==> src/sv/id_set_table_macros.svh <==
// Assertion macros for the identifier set table.
// Each use names the label, the clock, the reset, the antecedent, the
// consequent and the message.
`ifndef ID_SET_TABLE_MACROS_SVH
`define ID_SET_TABLE_MACROS_SVH

`ifndef NO_ASSERTIONS
`define IST_ASSERT_SAME(lbl, clk, rst_n, ante, cons, msg) \
  lbl: assert property (@(posedge clk) disable iff (!rst_n) (ante) |-> (cons)) \
    else $error(msg);
`define IST_ASSERT_NEXT(lbl, clk, rst_n, ante, cons, msg) \
  lbl: assert property (@(posedge clk) disable iff (!rst_n) (ante) |=> (cons)) \
    else $error(msg);
`else
`define IST_ASSERT_SAME(lbl, clk, rst_n, ante, cons, msg)
`define IST_ASSERT_NEXT(lbl, clk, rst_n, ante, cons, msg)
`endif

`endif

==> src/sv/ist_pkg.sv <==
`timescale 1ns / 1ps

package ist_pkg;

  localparam int ID_W    = 32;
  localparam int OP_W    = 2;
  localparam int CAP_W   = 6;
  localparam int ST_W    = 3;
  localparam int OCC_W   = 6;
  localparam int MAX_OUT = 32;
  localparam int OCC_MAX = 63;

  typedef enum logic [OP_W-1:0] {
    OP_ADD      = 2'd0,
    OP_REMOVE   = 2'd1,
    OP_CONTAINS = 2'd2,
    OP_SNAPSHOT = 2'd3
  } op_t;

  typedef enum logic [ST_W-1:0] {
    ST_OK       = 3'd0,
    ST_DUP      = 3'd1,
    ST_FULL     = 3'd2,
    ST_NOTFOUND = 3'd3,
    ST_ZERO     = 3'd4
  } status_t;

  // Commands from the controller to the datapath.
  typedef struct packed {
    logic start;   // latch a new item and clear the scan state
    logic read;    // read the slot under the scan index
    logic eval;    // evaluate the slot fetched by the last read
    logic next;    // advance the scan index
    logic finish;  // apply the update and load the single result
  } cmd_t;

  // Status from the datapath to the controller.
  typedef struct packed {
    logic skip;       // nothing to scan: zero identifier or empty snapshot
    logic is_snap;    // the item is a snapshot
    logic idx_last;   // scan index is on the last slot
    logic rd_occ;     // slot just read is occupied
    logic snap_last;  // next snapshot entry is the final one
    logic out_full;   // output register cannot take a result this cycle
  } sts_t;

endpackage

==> src/sv/ist_in_if.sv <==
`timescale 1ns / 1ps

interface ist_in_if;
  logic                     valid;
  logic                     ready;
  logic [ist_pkg::OP_W-1:0]  operation;
  logic [ist_pkg::ID_W-1:0]  ident;
  logic [ist_pkg::CAP_W-1:0] capacity;

  modport source (output valid, output operation, output ident, output capacity,
                  input ready);
  modport sink   (input valid, input operation, input ident, input capacity,
                  output ready);
endinterface

==> src/sv/ist_out_if.sv <==
`timescale 1ns / 1ps

interface ist_out_if;
  logic                     valid;
  logic                     ready;
  logic [ist_pkg::ST_W-1:0]  status;
  logic                     found;
  logic [ist_pkg::ID_W-1:0]  entry_ident;
  logic                     entry_valid;
  logic                     last;
  logic [ist_pkg::OCC_W-1:0] occupancy;

  modport source (output valid, output status, output found, output entry_ident,
                  output entry_valid, output last, output occupancy, input ready);
  modport sink   (input valid, input status, input found, input entry_ident,
                  input entry_valid, input last, input occupancy, output ready);
endinterface

==> src/sv/ist_ctrl.sv <==
`timescale 1ns / 1ps

module ist_ctrl (
  input  logic          clk,
  input  logic          rst_n,
  input  logic          in_valid,
  output logic          in_ready,
  input  ist_pkg::sts_t sts,
  output ist_pkg::cmd_t cmd
);

  typedef enum logic [1:0] {
    S_IDLE,
    S_READ,
    S_EVAL,
    S_FIN
  } state_t;

  state_t state_r, state_nxt;

  assign in_ready = (state_r == S_IDLE);

  always_comb begin
    cmd       = '0;
    state_nxt = state_r;
    unique case (state_r)
      S_IDLE: begin
        if (in_valid) begin
          cmd.start = 1'b1;
          state_nxt = S_READ;
        end
      end
      S_READ: begin
        if (sts.skip) begin
          state_nxt = S_FIN;
        end else begin
          cmd.read  = 1'b1;
          state_nxt = S_EVAL;
        end
      end
      S_EVAL: begin
        if (!sts.is_snap) begin
          cmd.eval = 1'b1;
          if (sts.idx_last) begin
            state_nxt = S_FIN;
          end else begin
            cmd.next  = 1'b1;
            state_nxt = S_READ;
          end
        end else if (!(sts.rd_occ && sts.out_full)) begin
          cmd.eval = sts.rd_occ;
          if ((sts.rd_occ && sts.snap_last) || sts.idx_last) begin
            state_nxt = S_IDLE;
          end else begin
            cmd.next  = 1'b1;
            state_nxt = S_READ;
          end
        end
      end
      S_FIN: begin
        if (!sts.out_full) begin
          cmd.finish = 1'b1;
          state_nxt  = S_IDLE;
        end
      end
      default: state_nxt = S_IDLE;
    endcase
  end

  always_ff @(posedge clk) begin
    if (!rst_n) begin
      state_r <= S_IDLE;
    end else begin
      state_r <= state_nxt;
    end
  end

endmodule

==> src/sv/ist_datapath.sv <==
`timescale 1ns / 1ps

module ist_datapath #(
  parameter int SLOTS = 32
) (
  input  logic                      clk,
  input  logic                      rst_n,
  input  ist_pkg::cmd_t             cmd,
  output ist_pkg::sts_t             sts,
  input  logic [ist_pkg::OP_W-1:0]  in_operation,
  input  logic [ist_pkg::ID_W-1:0]  in_ident,
  input  logic [ist_pkg::CAP_W-1:0] in_capacity,
  output logic                      out_valid,
  input  logic                      out_ready,
  output logic [ist_pkg::ST_W-1:0]  out_status,
  output logic                      out_found,
  output logic [ist_pkg::ID_W-1:0]  out_entry_ident,
  output logic                      out_entry_valid,
  output logic                      out_last,
  output logic [ist_pkg::OCC_W-1:0] out_occupancy
);

  localparam int IW = (SLOTS > 1) ? $clog2(SLOTS) : 1;
  localparam int CW = $clog2(SLOTS + 1);

  // Slot store: identifiers in a memory, occupancy in flip-flops.
  logic [ist_pkg::ID_W-1:0] slot_mem_r [SLOTS];
  logic [SLOTS-1:0]         slot_vld_r;

  ist_pkg::op_t              op_r;
  logic [ist_pkg::ID_W-1:0]  id_r;
  logic [ist_pkg::CAP_W-1:0] cap_r;
  logic [IW-1:0]             idx_r;
  logic [ist_pkg::ID_W-1:0]  rd_data_r;
  logic                      rd_vld_r;
  logic                      hit_r;
  logic [IW-1:0]             hit_idx_r;
  logic                      free_r;
  logic [IW-1:0]             free_idx_r;
  logic [ist_pkg::CAP_W-1:0] emit_r;
  logic [CW-1:0]             cnt_r, cnt_nxt;
  logic                      out_valid_r;

  logic [ist_pkg::CAP_W-1:0] limit;
  logic                      rd_hit;
  logic                      mem_we;
  logic                      vld_clr;
  logic                      snap_emit;
  ist_pkg::status_t          fin_status;
  logic                      fin_found;
  logic [ist_pkg::OCC_W-1:0] occ_nxt;
  logic [31:0]               cnt_ext;

  // Entries a snapshot sends: the smaller of the clamped capacity and the count.
  always_comb begin
    if (32'(cnt_r) < 32'(cap_r)) begin
      limit = ist_pkg::CAP_W'(cnt_r);
    end else begin
      limit = cap_r;
    end
  end

  assign rd_hit    = rd_vld_r && (rd_data_r == id_r);
  assign snap_emit = cmd.eval && (op_r == ist_pkg::OP_SNAPSHOT) && rd_vld_r;

  always_comb begin
    fin_status = ist_pkg::ST_OK;
    fin_found  = 1'b0;
    mem_we     = 1'b0;
    vld_clr    = 1'b0;
    cnt_nxt    = cnt_r;
    if (op_r != ist_pkg::OP_SNAPSHOT && id_r == '0) begin
      fin_status = ist_pkg::ST_ZERO;
    end else begin
      unique case (op_r)
        ist_pkg::OP_ADD: begin
          if (hit_r) begin
            fin_status = ist_pkg::ST_DUP;
          end else if (!free_r) begin
            fin_status = ist_pkg::ST_FULL;
          end else begin
            mem_we  = cmd.finish;
            cnt_nxt = CW'(cnt_r + 1'b1);
          end
        end
        ist_pkg::OP_REMOVE: begin
          if (!hit_r) begin
            fin_status = ist_pkg::ST_NOTFOUND;
          end else begin
            vld_clr = cmd.finish;
            cnt_nxt = CW'(cnt_r - 1'b1);
          end
        end
        ist_pkg::OP_CONTAINS: fin_found = hit_r;
        ist_pkg::OP_SNAPSHOT: fin_status = ist_pkg::ST_OK;
        default: fin_status = ist_pkg::ST_OK;
      endcase
    end
  end

  // Occupancy after the operation, saturated to the field width.
  always_comb begin
    cnt_ext = 32'(cnt_nxt);
    if (cnt_ext > 32'(ist_pkg::OCC_MAX)) begin
      occ_nxt = ist_pkg::OCC_W'(ist_pkg::OCC_MAX);
    end else begin
      occ_nxt = cnt_ext[ist_pkg::OCC_W-1:0];
    end
  end

  always_comb begin
    sts           = '0;
    sts.is_snap   = (op_r == ist_pkg::OP_SNAPSHOT);
    sts.skip      = sts.is_snap ? (limit == '0) : (id_r == '0);
    sts.idx_last  = (idx_r == IW'(SLOTS - 1));
    sts.rd_occ    = rd_vld_r;
    sts.snap_last = (ist_pkg::CAP_W'(emit_r + 1'b1) == limit);
    sts.out_full  = out_valid_r && !out_ready;
  end

  // Memory write and registered read.
  always_ff @(posedge clk) begin
    if (mem_we) begin
      slot_mem_r[free_idx_r] <= id_r;
    end
    if (cmd.read) begin
      rd_data_r <= slot_mem_r[idx_r];
    end
  end

  always_ff @(posedge clk) begin
    if (!rst_n) begin
      slot_vld_r  <= '0;
      cnt_r       <= '0;
      out_valid_r <= 1'b0;
      rd_vld_r    <= 1'b0;
      hit_r       <= 1'b0;
      free_r      <= 1'b0;
      idx_r       <= '0;
      emit_r      <= '0;
    end else begin
      if (cmd.start) begin
        hit_r  <= 1'b0;
        free_r <= 1'b0;
        idx_r  <= '0;
        emit_r <= '0;
      end
      if (cmd.read) begin
        rd_vld_r <= slot_vld_r[idx_r];
      end
      if (cmd.eval && op_r != ist_pkg::OP_SNAPSHOT) begin
        if (rd_hit && !hit_r) begin
          hit_r <= 1'b1;
        end
        if (!rd_vld_r && !free_r) begin
          free_r <= 1'b1;
        end
      end
      if (snap_emit) begin
        emit_r <= ist_pkg::CAP_W'(emit_r + 1'b1);
      end
      if (cmd.next) begin
        idx_r <= IW'(idx_r + 1'b1);
      end
      if (mem_we) begin
        slot_vld_r[free_idx_r] <= 1'b1;
      end
      if (vld_clr) begin
        slot_vld_r[hit_idx_r] <= 1'b0;
      end
      if (cmd.finish) begin
        cnt_r <= cnt_nxt;
      end
      if (cmd.finish || snap_emit) begin
        out_valid_r <= 1'b1;
      end else if (out_ready) begin
        out_valid_r <= 1'b0;
      end
    end
  end

  // Payload registers.
  always_ff @(posedge clk) begin
    if (cmd.start) begin
      op_r <= ist_pkg::op_t'(in_operation);
      id_r <= in_ident;
      if (in_capacity > ist_pkg::CAP_W'(ist_pkg::MAX_OUT)) begin
        cap_r <= ist_pkg::CAP_W'(ist_pkg::MAX_OUT);
      end else begin
        cap_r <= in_capacity;
      end
    end
    if (cmd.eval && op_r != ist_pkg::OP_SNAPSHOT) begin
      if (rd_hit && !hit_r) begin
        hit_idx_r <= idx_r;
      end
      if (!rd_vld_r && !free_r) begin
        free_idx_r <= idx_r;
      end
    end
    if (snap_emit) begin
      out_status      <= ist_pkg::ST_OK;
      out_found       <= 1'b0;
      out_entry_ident <= rd_data_r;
      out_entry_valid <= 1'b1;
      out_last        <= sts.snap_last;
      out_occupancy   <= occ_nxt;
    end else if (cmd.finish) begin
      out_status      <= fin_status;
      out_found       <= fin_found;
      out_entry_ident <= '0;
      out_entry_valid <= 1'b0;
      out_last        <= 1'b1;
      out_occupancy   <= occ_nxt;
    end
  end

  assign out_valid = out_valid_r;

endmodule

==> src/sv/id_set_table.sv <==
// Identifier set table. The block keeps SLOTS 32-bit identifiers, a valid
// bit per slot marking it occupied, and takes one item at a time: add,
// remove, contains or snapshot. Add refuses a duplicate, otherwise fills
// the lowest empty slot or reports the table full; remove clears the
// matching slot; contains answers in found; for these three an identifier
// of zero is refused with the invalid status and changes nothing. Snapshot
// sends the occupied slots in slot order, at most the requested capacity
// and never more than 32, one result each, with last on the final one;
// with nothing to send it gives a single empty result. Every result
// carries the occupancy after the operation. The slots sit in a memory
// with one read port, and the controller scans one slot at a time, a read
// state addressing it and an evaluate state comparing it; add, remove and
// contains visit every slot before a finish state loads the result, and a
// zero identifier goes straight to the finish state. A snapshot stops
// after its final entry, reading only the slots up to and including the
// slot of that entry, and waits while the output is still held. A new
// item is accepted only when the controller is idle, while the previous
// result may still wait in the output register. Reset empties the table
// at once through per-slot valid bits.
`timescale 1ns / 1ps
`include "id_set_table_macros.svh"

module id_set_table #(
  parameter int SLOTS = 32
) (
  input  logic      clk,
  input  logic      rst_n,
  ist_in_if.sink    in_ch,
  ist_out_if.source out_ch
);

  ist_pkg::cmd_t cmd;
  ist_pkg::sts_t sts;

  // The controller sequences the scan; the datapath holds the table.
  ist_ctrl u_ctrl (
    .clk      (clk),
    .rst_n    (rst_n),
    .in_valid (in_ch.valid),
    .in_ready (in_ch.ready),
    .sts      (sts),
    .cmd      (cmd)
  );

  ist_datapath #(
    .SLOTS (SLOTS)
  ) u_datapath (
    .clk             (clk),
    .rst_n           (rst_n),
    .cmd             (cmd),
    .sts             (sts),
    .in_operation    (in_ch.operation),
    .in_ident        (in_ch.ident),
    .in_capacity     (in_ch.capacity),
    .out_valid       (out_ch.valid),
    .out_ready       (out_ch.ready),
    .out_status      (out_ch.status),
    .out_found       (out_ch.found),
    .out_entry_ident (out_ch.entry_ident),
    .out_entry_valid (out_ch.entry_valid),
    .out_last        (out_ch.last),
    .out_occupancy   (out_ch.occupancy)
  );

  // Once an item is taken, the controller is busy on the next cycle.
  `IST_ASSERT_NEXT(a_busy_after_accept, clk, rst_n, in_ch.valid && in_ch.ready, !in_ch.ready, "accepted an item but stayed ready")
  // A result is never loaded over one that is still waiting.
  `IST_ASSERT_SAME(a_no_overwrite, clk, rst_n, cmd.finish || (cmd.eval && sts.is_snap && sts.rd_occ), !sts.out_full, "result loaded while output held")
  // Occupancy never exceeds the number of slots.
  `IST_ASSERT_SAME(a_occ_bound, clk, rst_n, out_ch.valid, 32'(out_ch.occupancy) <= 32'(SLOTS), "occupancy above slot count")
  // A snapshot entry always reports success and no membership flag.
  `IST_ASSERT_SAME(a_entry_fields, clk, rst_n, out_ch.valid && out_ch.entry_valid, out_ch.status == 3'(ist_pkg::ST_OK) && !out_ch.found, "snapshot entry with bad status")

endmodule

==> src/flat_wrapper.sv <==
// flat-port wrapper written by rule: the top's interface ports become plain ports
module id_set_table_flat 
#(
  parameter int SLOTS = 32
)
  (clk, rst_n, in_ch_valid, in_ch_operation, in_ch_ident, in_ch_capacity, in_ch_ready, out_ch_valid, out_ch_status, out_ch_found, out_ch_entry_ident, out_ch_entry_valid, out_ch_last, out_ch_occupancy, out_ch_ready);
  ist_in_if in_ch_i ();
  ist_out_if out_ch_i ();
  input  logic clk;
  input  logic rst_n;
  input wire logic [$bits(in_ch_i.valid)-1:0] in_ch_valid;
  input wire logic [$bits(in_ch_i.operation)-1:0] in_ch_operation;
  input wire logic [$bits(in_ch_i.ident)-1:0] in_ch_ident;
  input wire logic [$bits(in_ch_i.capacity)-1:0] in_ch_capacity;
  output wire logic [$bits(in_ch_i.ready)-1:0] in_ch_ready;
  output wire logic [$bits(out_ch_i.valid)-1:0] out_ch_valid;
  output wire logic [$bits(out_ch_i.status)-1:0] out_ch_status;
  output wire logic [$bits(out_ch_i.found)-1:0] out_ch_found;
  output wire logic [$bits(out_ch_i.entry_ident)-1:0] out_ch_entry_ident;
  output wire logic [$bits(out_ch_i.entry_valid)-1:0] out_ch_entry_valid;
  output wire logic [$bits(out_ch_i.last)-1:0] out_ch_last;
  output wire logic [$bits(out_ch_i.occupancy)-1:0] out_ch_occupancy;
  input wire logic [$bits(out_ch_i.ready)-1:0] out_ch_ready;
  assign in_ch_i.valid = in_ch_valid;
  assign in_ch_i.operation = in_ch_operation;
  assign in_ch_i.ident = in_ch_ident;
  assign in_ch_i.capacity = in_ch_capacity;
  assign in_ch_ready = in_ch_i.ready;
  assign out_ch_valid = out_ch_i.valid;
  assign out_ch_status = out_ch_i.status;
  assign out_ch_found = out_ch_i.found;
  assign out_ch_entry_ident = out_ch_i.entry_ident;
  assign out_ch_entry_valid = out_ch_i.entry_valid;
  assign out_ch_last = out_ch_i.last;
  assign out_ch_occupancy = out_ch_i.occupancy;
  assign out_ch_i.ready = out_ch_ready;
  id_set_table #(.SLOTS(SLOTS)) u_core (.clk(clk), .rst_n(rst_n), .in_ch(in_ch_i), .out_ch(out_ch_i));
endmodule
==> config.mk <==
export PLATFORM = sky130hd
export DESIGN_NAME = id_set_table_flat
export DESIGN_NICKNAME = d
export VERILOG_FILES = /design/src/sv/ist_pkg.sv /design/src/sv/ist_in_if.sv /design/src/sv/ist_out_if.sv /design/src/sv/ist_ctrl.sv /design/src/sv/ist_datapath.sv /design/src/sv/id_set_table.sv /design/src/flat_wrapper.sv
export VERILOG_INCLUDE_DIRS = /design/src /design/src/sv
export SDC_FILE = /design/constraint.sdc
export NUM_CORES = 1
export LEC_CHECK = 0
export BUFFER_PORTS_ARGS = -buffer_cell sky130_fd_sc_hd__buf_2
export CAP_MARGIN = 20
export CORE_MARGIN = 2
export CORE_UTILIZATION = 25
export CTS_CLUSTER_SIZE = 28
export DETAILED_ROUTE_END_ITERATION = 12
export PLACE_DENSITY = 0.42
export RECOVER_POWER = 100
export REMOVE_ABC_BUFFERS = 1
export SLEW_MARGIN = 10
export SYNTH_ARGS = -nofsm -noshare
export SYNTH_HDL_FRONTEND = slang
export SYNTH_HIERARCHICAL = 1
export SYNTH_SLANG_ARGS = --single-unit
==> constraint.sdc <==
create_clock -name clk -period 8.85 [get_ports clk]
set_input_delay 1.77 -clock clk [delete_from_list [all_inputs] [get_ports clk]]
set_output_delay 1.77 -clock clk [all_outputs]
set_load 0.005 [all_outputs]
==> results.cfg, run 1 <==
[global_routing]
grt_max_degree = 90
grt_usage = 0.1364
antenna_found_initial = 13
grt_overflow = 0
grt_pass1_wl_mm = 184.7
grt_pass1_vias = 23750

[logic_synthesis]
synth-seq-cells = 1205
netlist.top_cell.by_area = edfxtp_1
ys_top_cells_by_count = edfxtp_1 (1145), mux4_2 (328), dfxtp_1 (60)
synth.yosys.seq_area_share = 0.7610
synth_flop_cell = edfxtp_1
yosys_warnings = 6
syn_avg_cell_area_um2 = 22.33
synth_top_area_share = 0.7353
synth_area_mm2 = 0.04676
synth_edf_count = 1145
yosysUniqueCellTypes = 58
synthTopCellsByArea = edfxtp_1 (74%), mux4_2 (16%), dfxtp_1 (2.6%)
synth-async-reset-ratio = 0
synth_most_common_cell = edfxtp_1
syn_inst = 2094

[worst_setup_path]
arrival_ns = 7.08
cp.required_ns = 9.55
start_kind = flip-flop
r2r_end = u_core/u_datapath/slot_vld_r[1]
reg2reg_from = u_core/u_datapath/id_r[13]
critPathCapture = u_core/u_datapath/slot_vld_r[1]
crit_type = flip-flop to flip-flop
end_kind = flip-flop
crit_path_start = u_core/u_datapath/id_r[13]
ff2ff_setup_slack_ns = 2.48
cp_max_fo = 35
r2r.worst_path.cells = 8

[route]
wl_mm = 131.0
routed.top_layer = met5
drc = 0
drt_iter0_markers = 1983
wl_met3_mm = 5.867
wire_per_inst_um = 26.74
ant_nets = 0
drtPass1Iterations = 5
route.met2.wl_mm = 65.01
wl_met1_mm = 57.28
vias = 22240
vias_per_cell = 4.540

[place]
port_buffers = 89
dp_hpwl_mm = 77.85
place_congestion = 0.7700
placedCellCount = 4640

[floorplan]
die_area_mm2 = 0.1905
start_util = 0.2519
die_x_um = 436.5
fp-row-count = 158
pin_count = 90
fp.dieH_um = 436.5
coreArea_mm2 = 0.1856

[timing]
relSlewSlack = -1.707
fmax_ghz = 0.1569
fin_skew_ns = 0.05253
finalHoldViolations = 0
fin_crit_ns = 6.374
slew_violations = 2191
fin_crit_sh = 0.7202
fin_setup_tns_ns = 0
setup_viol = 0
rsz0062_at_grt = no
worstMarginPinSlew_ns = 4.061

[clock_tree]
cts_inserted_buffers = 140
cts_max_level = 4
cts-resized-gates = 0
clock-sinks = 1205
tritoncts = built
cts_root_buf = clkbuf_16
post_cts_buffers = 0
cts_hold_buf = 0
insertion_delay_ns = 0.78
clockBufferDepth = 3
clk_pin_slew_ns = 0.06

[power_and_ir_drop]
ir_worst_vdd_mv = 0.1821
leakagePower_nw = 16.14
power_density_mw_per_mm2 = 225.8

[min_path]
hold_path.class = flip-flop to flip-flop

[run_status]
status = complete, but fails checks
failed_checks = capacitance limit, slew limit

[run]
maxCapViolCount = 71

[layout]
drive_gt1_frac = 0.2681
nNetsFinal = 2360
syn2layout_area_growth_pct = 16.80
stdcell_count = 4899
==> layout make-up <==
cell class	instances	area, um2
antenna	2	5.005
clock buffer	186	3740
clock inverter	67	705.7
fill	18000	131000
inverter	14	52.55
multi-input combinational	758	10570
sequential	1205	35590
tap	2480	3103
timing repair buffer	187	850.8
==> sequential cells by signal (all words and copies together) (netlist names) <==
register and count:
u_core/u_datapath/slot_vld_r 32, u_core/u_datapath/out_occupancy 6, u_core/u_datapath/id_r 32, u_core/u_datapath/out_found 1, u_core/u_datapath/rd_vld_r 1, u_core/u_datapath/cap_r 6, u_core/u_datapath/slot_mem_r 1024, u_core/u_datapath/out_entry_valid 1
u_core/u_datapath/free_idx_r 5, u_core/u_datapath/hit_r 1, u_core/u_datapath/emit_r 6, u_core/u_datapath/out_last 1, u_core/u_datapath/cnt_r 6, u_core/u_datapath/out_entry_ident 32, u_core/u_datapath/op_r 2, u_core/u_datapath/hit_idx_r 5
u_core/u_datapath/rd_data_r 32, u_core/u_datapath/idx_r 5, u_core/u_datapath/out_valid 1, u_core/u_datapath/free_r 1, u_core/u_ctrl/state_r 2, u_core/u_datapath/out_status 3
==> critical path, stage by stage (launching register included) <==
cell	delay [ns]
edfxtp_1	0.33
clkbuf_1	1.52
nor4_1	0.11
nand4_1	0.55
o31ai_1	0.35
buf_4	0.36
nor3_2	0.21
clkbuf_1	2.26
o221a_2	0.50
==> worst min path at each step <==
stage                                           start                                end  cells past startpoint
floorplan                 u_core/u_datapath/out_found        u_core/u_datapath/out_found                      2
global placement      u_core/u_datapath/out_status[0]    u_core/u_datapath/out_status[0]                      2
detailed placement  u_core/u_datapath/out_entry_valid  u_core/u_datapath/out_entry_valid                      2
CTS                 u_core/u_datapath/out_entry_valid  u_core/u_datapath/out_entry_valid                      2
global route              u_core/u_datapath/out_found        u_core/u_datapath/out_found                      2
finish              u_core/u_datapath/out_entry_valid  u_core/u_datapath/out_entry_valid                      2
==> through the flow <==
stage | util | total power (W) | hold slack, ns | worst slack [ns] | cell area, um2
after global placement | 0.2730 | 0.006894 | 0.4923 | 3.448 | 50670
final | 0.2942 | 0.01233 | 0.4930 | 2.476 | 54610
after CTS | 0.2970 | 0.01250 | 0.4879 | 4.125 | 55120
after global routing | 0.2942 | 0.01275 | 0.5385 | 1.989 | 54610
after detailed placement | 0.2730 | 0.006905 | 0.4784 | 3.309 | 50680
after floorplan | - | 0.006743 | 0.4480 | -3.823 | 46200
==> logic make-up (layout without fill, tap and decap cells) <==
logic type | after synthesis | count (layout) | synth area share
simple gates | 232 | 232 | 0.02794
buf+inv | 131 | 454 | 0.01311
other cells | 0 | 2 | 0
compound gates | 93 | 93 | 0.01632
fa+ha+maj | 10 | 10 | 0.002676
xor+xnor | 54 | 54 | 0.01129
flops | 1205 | 1205 | 0.7610
mux | 369 | 369 | 0.1676
==> report_power, final <==
part	internal, W	switching (W)
registers	0.00631	0.0000346
logic	0.000143	0.000284
clock network	0.00321	0.00235
total	0.00966	0.00267
==> layer usage <==
layer / GRT usage / vias to the layer above
met5: 0 / -
met4: 0.03449 / 2
met3: 0.02411 / 181
met2: 0.2299 / 580
met1: 0.1815 / 12200
li1: - / 9276
==> placed cells by master (no fill, tap or decap), types with 6 or more instances in the layout <==
cell type / netlist / final
edfxtp_1: 1145 / 1145
mux4_2: 328 / 328
clkbuf_1: 55 / 166
clkbuf_16: 0 / 143
dfxtp_1: 60 / 58
buf_2: 21 / 44
xnor2_1: 41 / 41
nor3_1: 40 / 38
nand2_1: 36 / 36
o221a_2: 32 / 32
mux2_2: 33 / 28
clkinv_1: 0 / 24
and2_0: 0 / 22
nor2b_1: 20 / 20
clkinv_2: 0 / 18
nand4_1: 18 / 18
buf_4: 19 / 16
nor2_1: 15 / 15
a21oi_1: 15 / 15
o21ai_0: 13 / 14
inv_1: 13 / 13
and2_1: 35 / 13
nand2b_1: 12 / 12
nand3_1: 12 / 12
nor4_1: 10 / 10
ha_1: 10 / 10
xor2_1: 9 / 9
mux2i_1: 8 / 8
bufinv_16: 0 / 7
clkinv_16: 0 / 6
and3_1: 6 / 6
a211oi_1: 6 / 6
Power figures use the tool's default switching activity.
==> inputs of run 2 (changes only) <==
clock period = 5.98 ns   (was 8.85 ns; I/O delays follow)
==> run 2 against run 1 <==
The flow still finishes with violations (capacitance limit, slew limit). Count of clock-buffer cells in the layout shrank 2. Clock power is 41% higher. Utilization barely moved. Largest power group unchanged.
==> results.cfg, run 2 (synthesis gave the netlist of run 1 again) <==
[layout]
post-route-util = 0.2942
drive_gt1_frac = 0.2810
stdcell_count = 4892
largest_reg_flops = 1024
nNetsFinal = 2362
layout_common_cells = edfxtp_1 (1145), mux4_2 (328), clkbuf_16 (143)
largest-register = u_core/u_datapath/slot_mem_r
mostFrequentLayoutCell = edfxtp_1
syn2layout_area_growth_pct = 16.81

[worst_setup_path]
arrival_ns = 5.32
start_kind = flip-flop
crit_chain = clkbuf_1, nor4_1, nand4_1, o31ai_4, buf_4, nor3_1, buf_4
crit_type = flip-flop to flip-flop
end_kind = flip-flop
cpPeakStageDelay_ns = 1.47
path_buf_inv = 3
cp.required_ns = 6.35
critPathTopFamily = buffers and inverters
cp_common_cell = buf_4
worst_path_max_delay_cell = clkbuf_1
cp_max_fo = 35

[timing]
relSlewSlack = -1.149
rsz0062_at_grt = no
fmax_ghz = 0.2019
finalHoldViolations = 0
fin_crit_ns = 4.953
setup_viol = 0
worstMarginPinSlew_ns = 3.224
fin_skew_ns = 0.03005
fin_crit_sh = 0.8283
slew_violations = 1037
hold_ws_ns = 0.4871

[clock_tree]
cts-resized-gates = 0
cts_root_buf = clkbuf_16
cts_inserted_buffers = 136
cts_max_level = 4
insertion_delay_ns = 0.76
clock-sinks = 1205
post_cts_buffers = 0
cts_hold_buf = 0
tritoncts = built
clk_pin_slew_ns = 0.06
clockBufferDepth = 3

[route]
drtPass1Iterations = 5
vias_per_cell = 4.597
ant_nets = 0
wire_per_inst_um = 28.52
drt_iter0_markers = 2240
wl_mm = 139.5
drc = 0
vias = 22490

[global_routing]
grt_pass1_vias = 23090
antenna_found_initial = 19
grt_overflow = 0
grt_max_degree = 127
grt_usage = 0.1449
grt_pass1_wl_mm = 191.8

[power_and_ir_drop]
power_density_mw_per_mm2 = 328.2
ir_worst_vdd_mv = 0.1947
leakagePower_nw = 16.19
finalPower_w = 0.01793

[run_status]
failed_checks = capacitance limit, slew limit
status = complete, but fails checks

[floorplan]
fp.dieH_um = 436.5
die_area_mm2 = 0.1905
die_x_um = 436.5
coreArea_mm2 = 0.1856
fp-row-count = 158
start_util = 0.2519
pin_count = 90

[run]
maxCapViolCount = 30

[place]
placedCellCount = 4647
port_buffers = 89
place_congestion = 0.7933
dp_hpwl_mm = 87.31

[min_path]
hold_path.class = flip-flop to flip-flop
==> run 2: cell types whose count changed in the layout (fill, tap and decap cells not counted), sizes merged <==
cell / change
bufinv: -4
buf: +24
clkbuf: -20
clkinv: -10
inv: +2
clkinvlp: -3
diode: +4
==> run 2: layout make-up <==
| type | count | area, um2 |
|---|---|---|
| Clock buffer | 184 | 3762 |
| Antenna cell | 6 | 15.01 |
| Fill cell | 18000 | 131000 |
| Timing Repair Buffer | 193 | 1121 |
| Tap cell | 2480 | 3103 |
| Multi-Input combinational cell | 758 | 10600 |
| Inverter | 14 | 52.55 |
| Clock inverter | 52 | 367.9 |
| Sequential cell | 1205 | 35590 |
==> run 2: layer usage <==
metal  global-route usage  part of all wire  routed length [um]
met5                    0           0.00038                  53
met4              0.04437             0.027                3800
met3              0.03448             0.060                8396
met2               0.2338              0.48               67530
met1               0.1928              0.43               59760
==> run 2: stage by stage <==
step / instance area, um2 / setup slack (ns) / TNS, ns
2_1_floorplan: 46200 / -6.693 / -266.30
3_3_place_gp: 50850 / 1.695 / 0
3_5_place_dp: 50860 / 1.803 / 0
4_1_cts: 54990 / 2.041 / 0
5_1_grt: 54610 / 0.9661 / 0
6_report: 54620 / 1.027 / 0
==> run 2: path summary, 6_finish.rpt <==
check / from / endpoint / slack (ns) / depth (start not counted)
worst max-delay path: u_core/u_datapath/id_r[0] / u_core/u_datapath/slot_mem_r[23][25] / 1.03 / 7
worst min-delay path: u_core/u_datapath/id_r[1] / u_core/u_datapath/slot_mem_r[17][1] / 0.49 / 0
worst min register to register: u_core/u_datapath/id_r[1] / u_core/u_datapath/slot_mem_r[17][1] / 0.49 / 0
worst max register to register: u_core/u_datapath/id_r[0] / u_core/u_datapath/slot_mem_r[23][25] / 1.03 / 7
==> run 2: power by group <==
part           leakage, nW  internal (W)  switching, W
registers             10.9       0.00933     0.0000784
clock network         2.03       0.00453       0.00333
logic                 3.27      0.000211      0.000444
==> inputs of run 3 (changes only) <==
PLACE_DENSITY = 0.43   (was 0.42)
clock period = 4.2 ns   (was 5.98 ns; I/O delays follow)
==> run 3 against run 2 <==
Critical path type unchanged. Critical path depth rose by 1. Flip-flop and latch count unchanged. The run still ends with capacitance limit, slew limit left. Combinational power increased by 37%. Worst setup slack got worse by 0.67 ns.
==> results.cfg, run 3 (synthesis gave the netlist of run 1 again) <==
[worst_setup_path]
crit_chain = nor4_1, nand4_1, clkbuf_1, o31ai_4, buf_4, nor3_1, clkbuf_2, o221a_2
path_buf_inv = 3
arrival_ns = 4.50
end_kind = flip-flop
worst_path_max_delay_cell = nor4_1
r2r.worst_path.cells = 8
cp.required_ns = 4.85
critPathTopFamily = simple AND/OR/NAND/NOR gates
cpPeakStageDelay_ns = 0.87
cp.depth = 8
start_kind = flip-flop
crit_type = flip-flop to flip-flop
cp_max_fo = 18

[place]
dp_hpwl_mm = 82.89
port_buffers = 89
place_congestion = 0.7694
placedCellCount = 4680
dp_slack_ns = 0.4000

[floorplan]
start_util = 0.2519
fp-row-count = 158
fp.dieH_um = 436.5
coreArea_mm2 = 0.1856
pin_count = 90
die_area_mm2 = 0.1905
die_x_um = 436.5

[timing]
rsz0062_at_grt = no
fin_crit_ns = 3.845
finalHoldViolations = 0
fin_skew_ns = 0.03097
setup_viol = 0
worstMarginPinSlew_ns = 2.715
fin_setup_tns_ns = 0
relSlewSlack = -0.8098
slew_violations = 658
fin_crit_sh = 0.9154
fin_ws_ns = 0.3553
fmax_ghz = 0.2601

[layout]
multi_input_area_mm2 = 0.01059
syn2layout_area_growth_pct = 17.53
regArea_mm2 = 0.03559
fill_cells = 18010
layout_common_cells = edfxtp_1 (1145), mux4_2 (328), clkbuf_16 (139)
drive_gt1_frac = 0.2903
nNetsFinal = 2393
largest_reg_flops = 1024
largest-register = u_core/u_datapath/slot_mem_r
stdcell_count = 4925
mostFrequentLayoutCell = edfxtp_1

[clock_tree]
clockBufferDepth = 3
clock-sinks = 1205
insertion_delay_ns = 0.77
cts_root_buf = clkbuf_16
clk_pin_slew_ns = 0.06
tritoncts = built
cts-resized-gates = 0
cts_max_level = 4
cts_inserted_buffers = 137
post_cts_buffers = 0
cts_hold_buf = 0

[global_routing]
grt_usage = 0.1444
grt_pass1_vias = 23590
grt_max_degree = 59
grt_pass1_wl_mm = 192.8
grt_overflow = 0
antenna_found_initial = 5

[route]
drc = 0
ant_nets = 0
wire_per_inst_um = 28.21
vias_per_cell = 4.573
wl_mm = 139.0
vias = 22520
drt_iter0_markers = 2305
drtPass1Iterations = 6

[power_and_ir_drop]
leakagePower_nw = 16.40
finalPower_w = 0.02588
ir_worst_vdd_mv = 0.2716
power_density_mw_per_mm2 = 471.0

[min_path]
min_path_cells = 1
hold_path.class = input port to flip-flop

[run_status]
failed_checks = capacitance limit, slew limit
status = complete, but fails checks

[run]
maxCapViolCount = 21
## run 3: cell count changes in the layout (fill, tap and decap cells not counted), moves of 5 or more
cell,previous run,this run
clkbuf_2,3,35
clkinv_1,22,33
buf_2,35,24
mux2_1,0,5
clkbuf_1,141,124
mux2_2,33,28
bufinv_16,3,10
clkbuf_4,0,5
## run 3: area by class of cell
type	count	area share
Sequential cell	1205	0.6477
Multi-Input combinational cell	758	0.1927
Clock buffer	159	0.06466
Tap cell	2480	0.05647
Timing Repair Buffer	223	0.02341
Clock inverter	83	0.01405
Inverter	14	0.0009563
Antenna cell	3	0.0001366
## run 3: worst paths after layout
| check | to | slack [ns] | start |
|---|---|---|---|
| worst max-delay path | u_core/u_datapath/slot_vld_r[10] | 0.36 | u_core/u_datapath/id_r[1] |
| worst min-delay path | u_core/u_datapath/id_r[5] | 0.25 | in_ch_ident[5] |
| worst max register to register | u_core/u_datapath/slot_vld_r[10] | 0.36 | u_core/u_datapath/id_r[1] |
| worst min register to register | u_core/u_datapath/out_found | 0.50 | u_core/u_datapath/out_found |
## run 3: report_power, final
group	switching, W	internal (W)
registers	0.0000826	0.0133
clock network	0.00491	0.00671
logic	0.000594	0.000304
## run 3: layer usage
metal | wire (um) | share of wire | up-vias | track usage
met1 | 62030 | 0.45 | 12390 | 0.1986
met5 | 13 | 0.000094 | - | 0
met3 | 6235 | 0.045 | 159 | 0.02293
met4 | 2774 | 0.020 | 2 | 0.03734
li1 | - | - | 9340 | -
met2 | 67900 | 0.49 | 629 | 0.2376
## run 3: stage by stage
step	cell area (um2)	utilization	hold WS (ns)
detailed placement	51140	0.2755	0.4981
finish	54950	0.2960	0.2513
global route	54950	0.2960	0.2035
floorplan	46200	-	0.4480
CTS	55470	0.2988	0.1694
global placement	51110	0.2754	0.4971
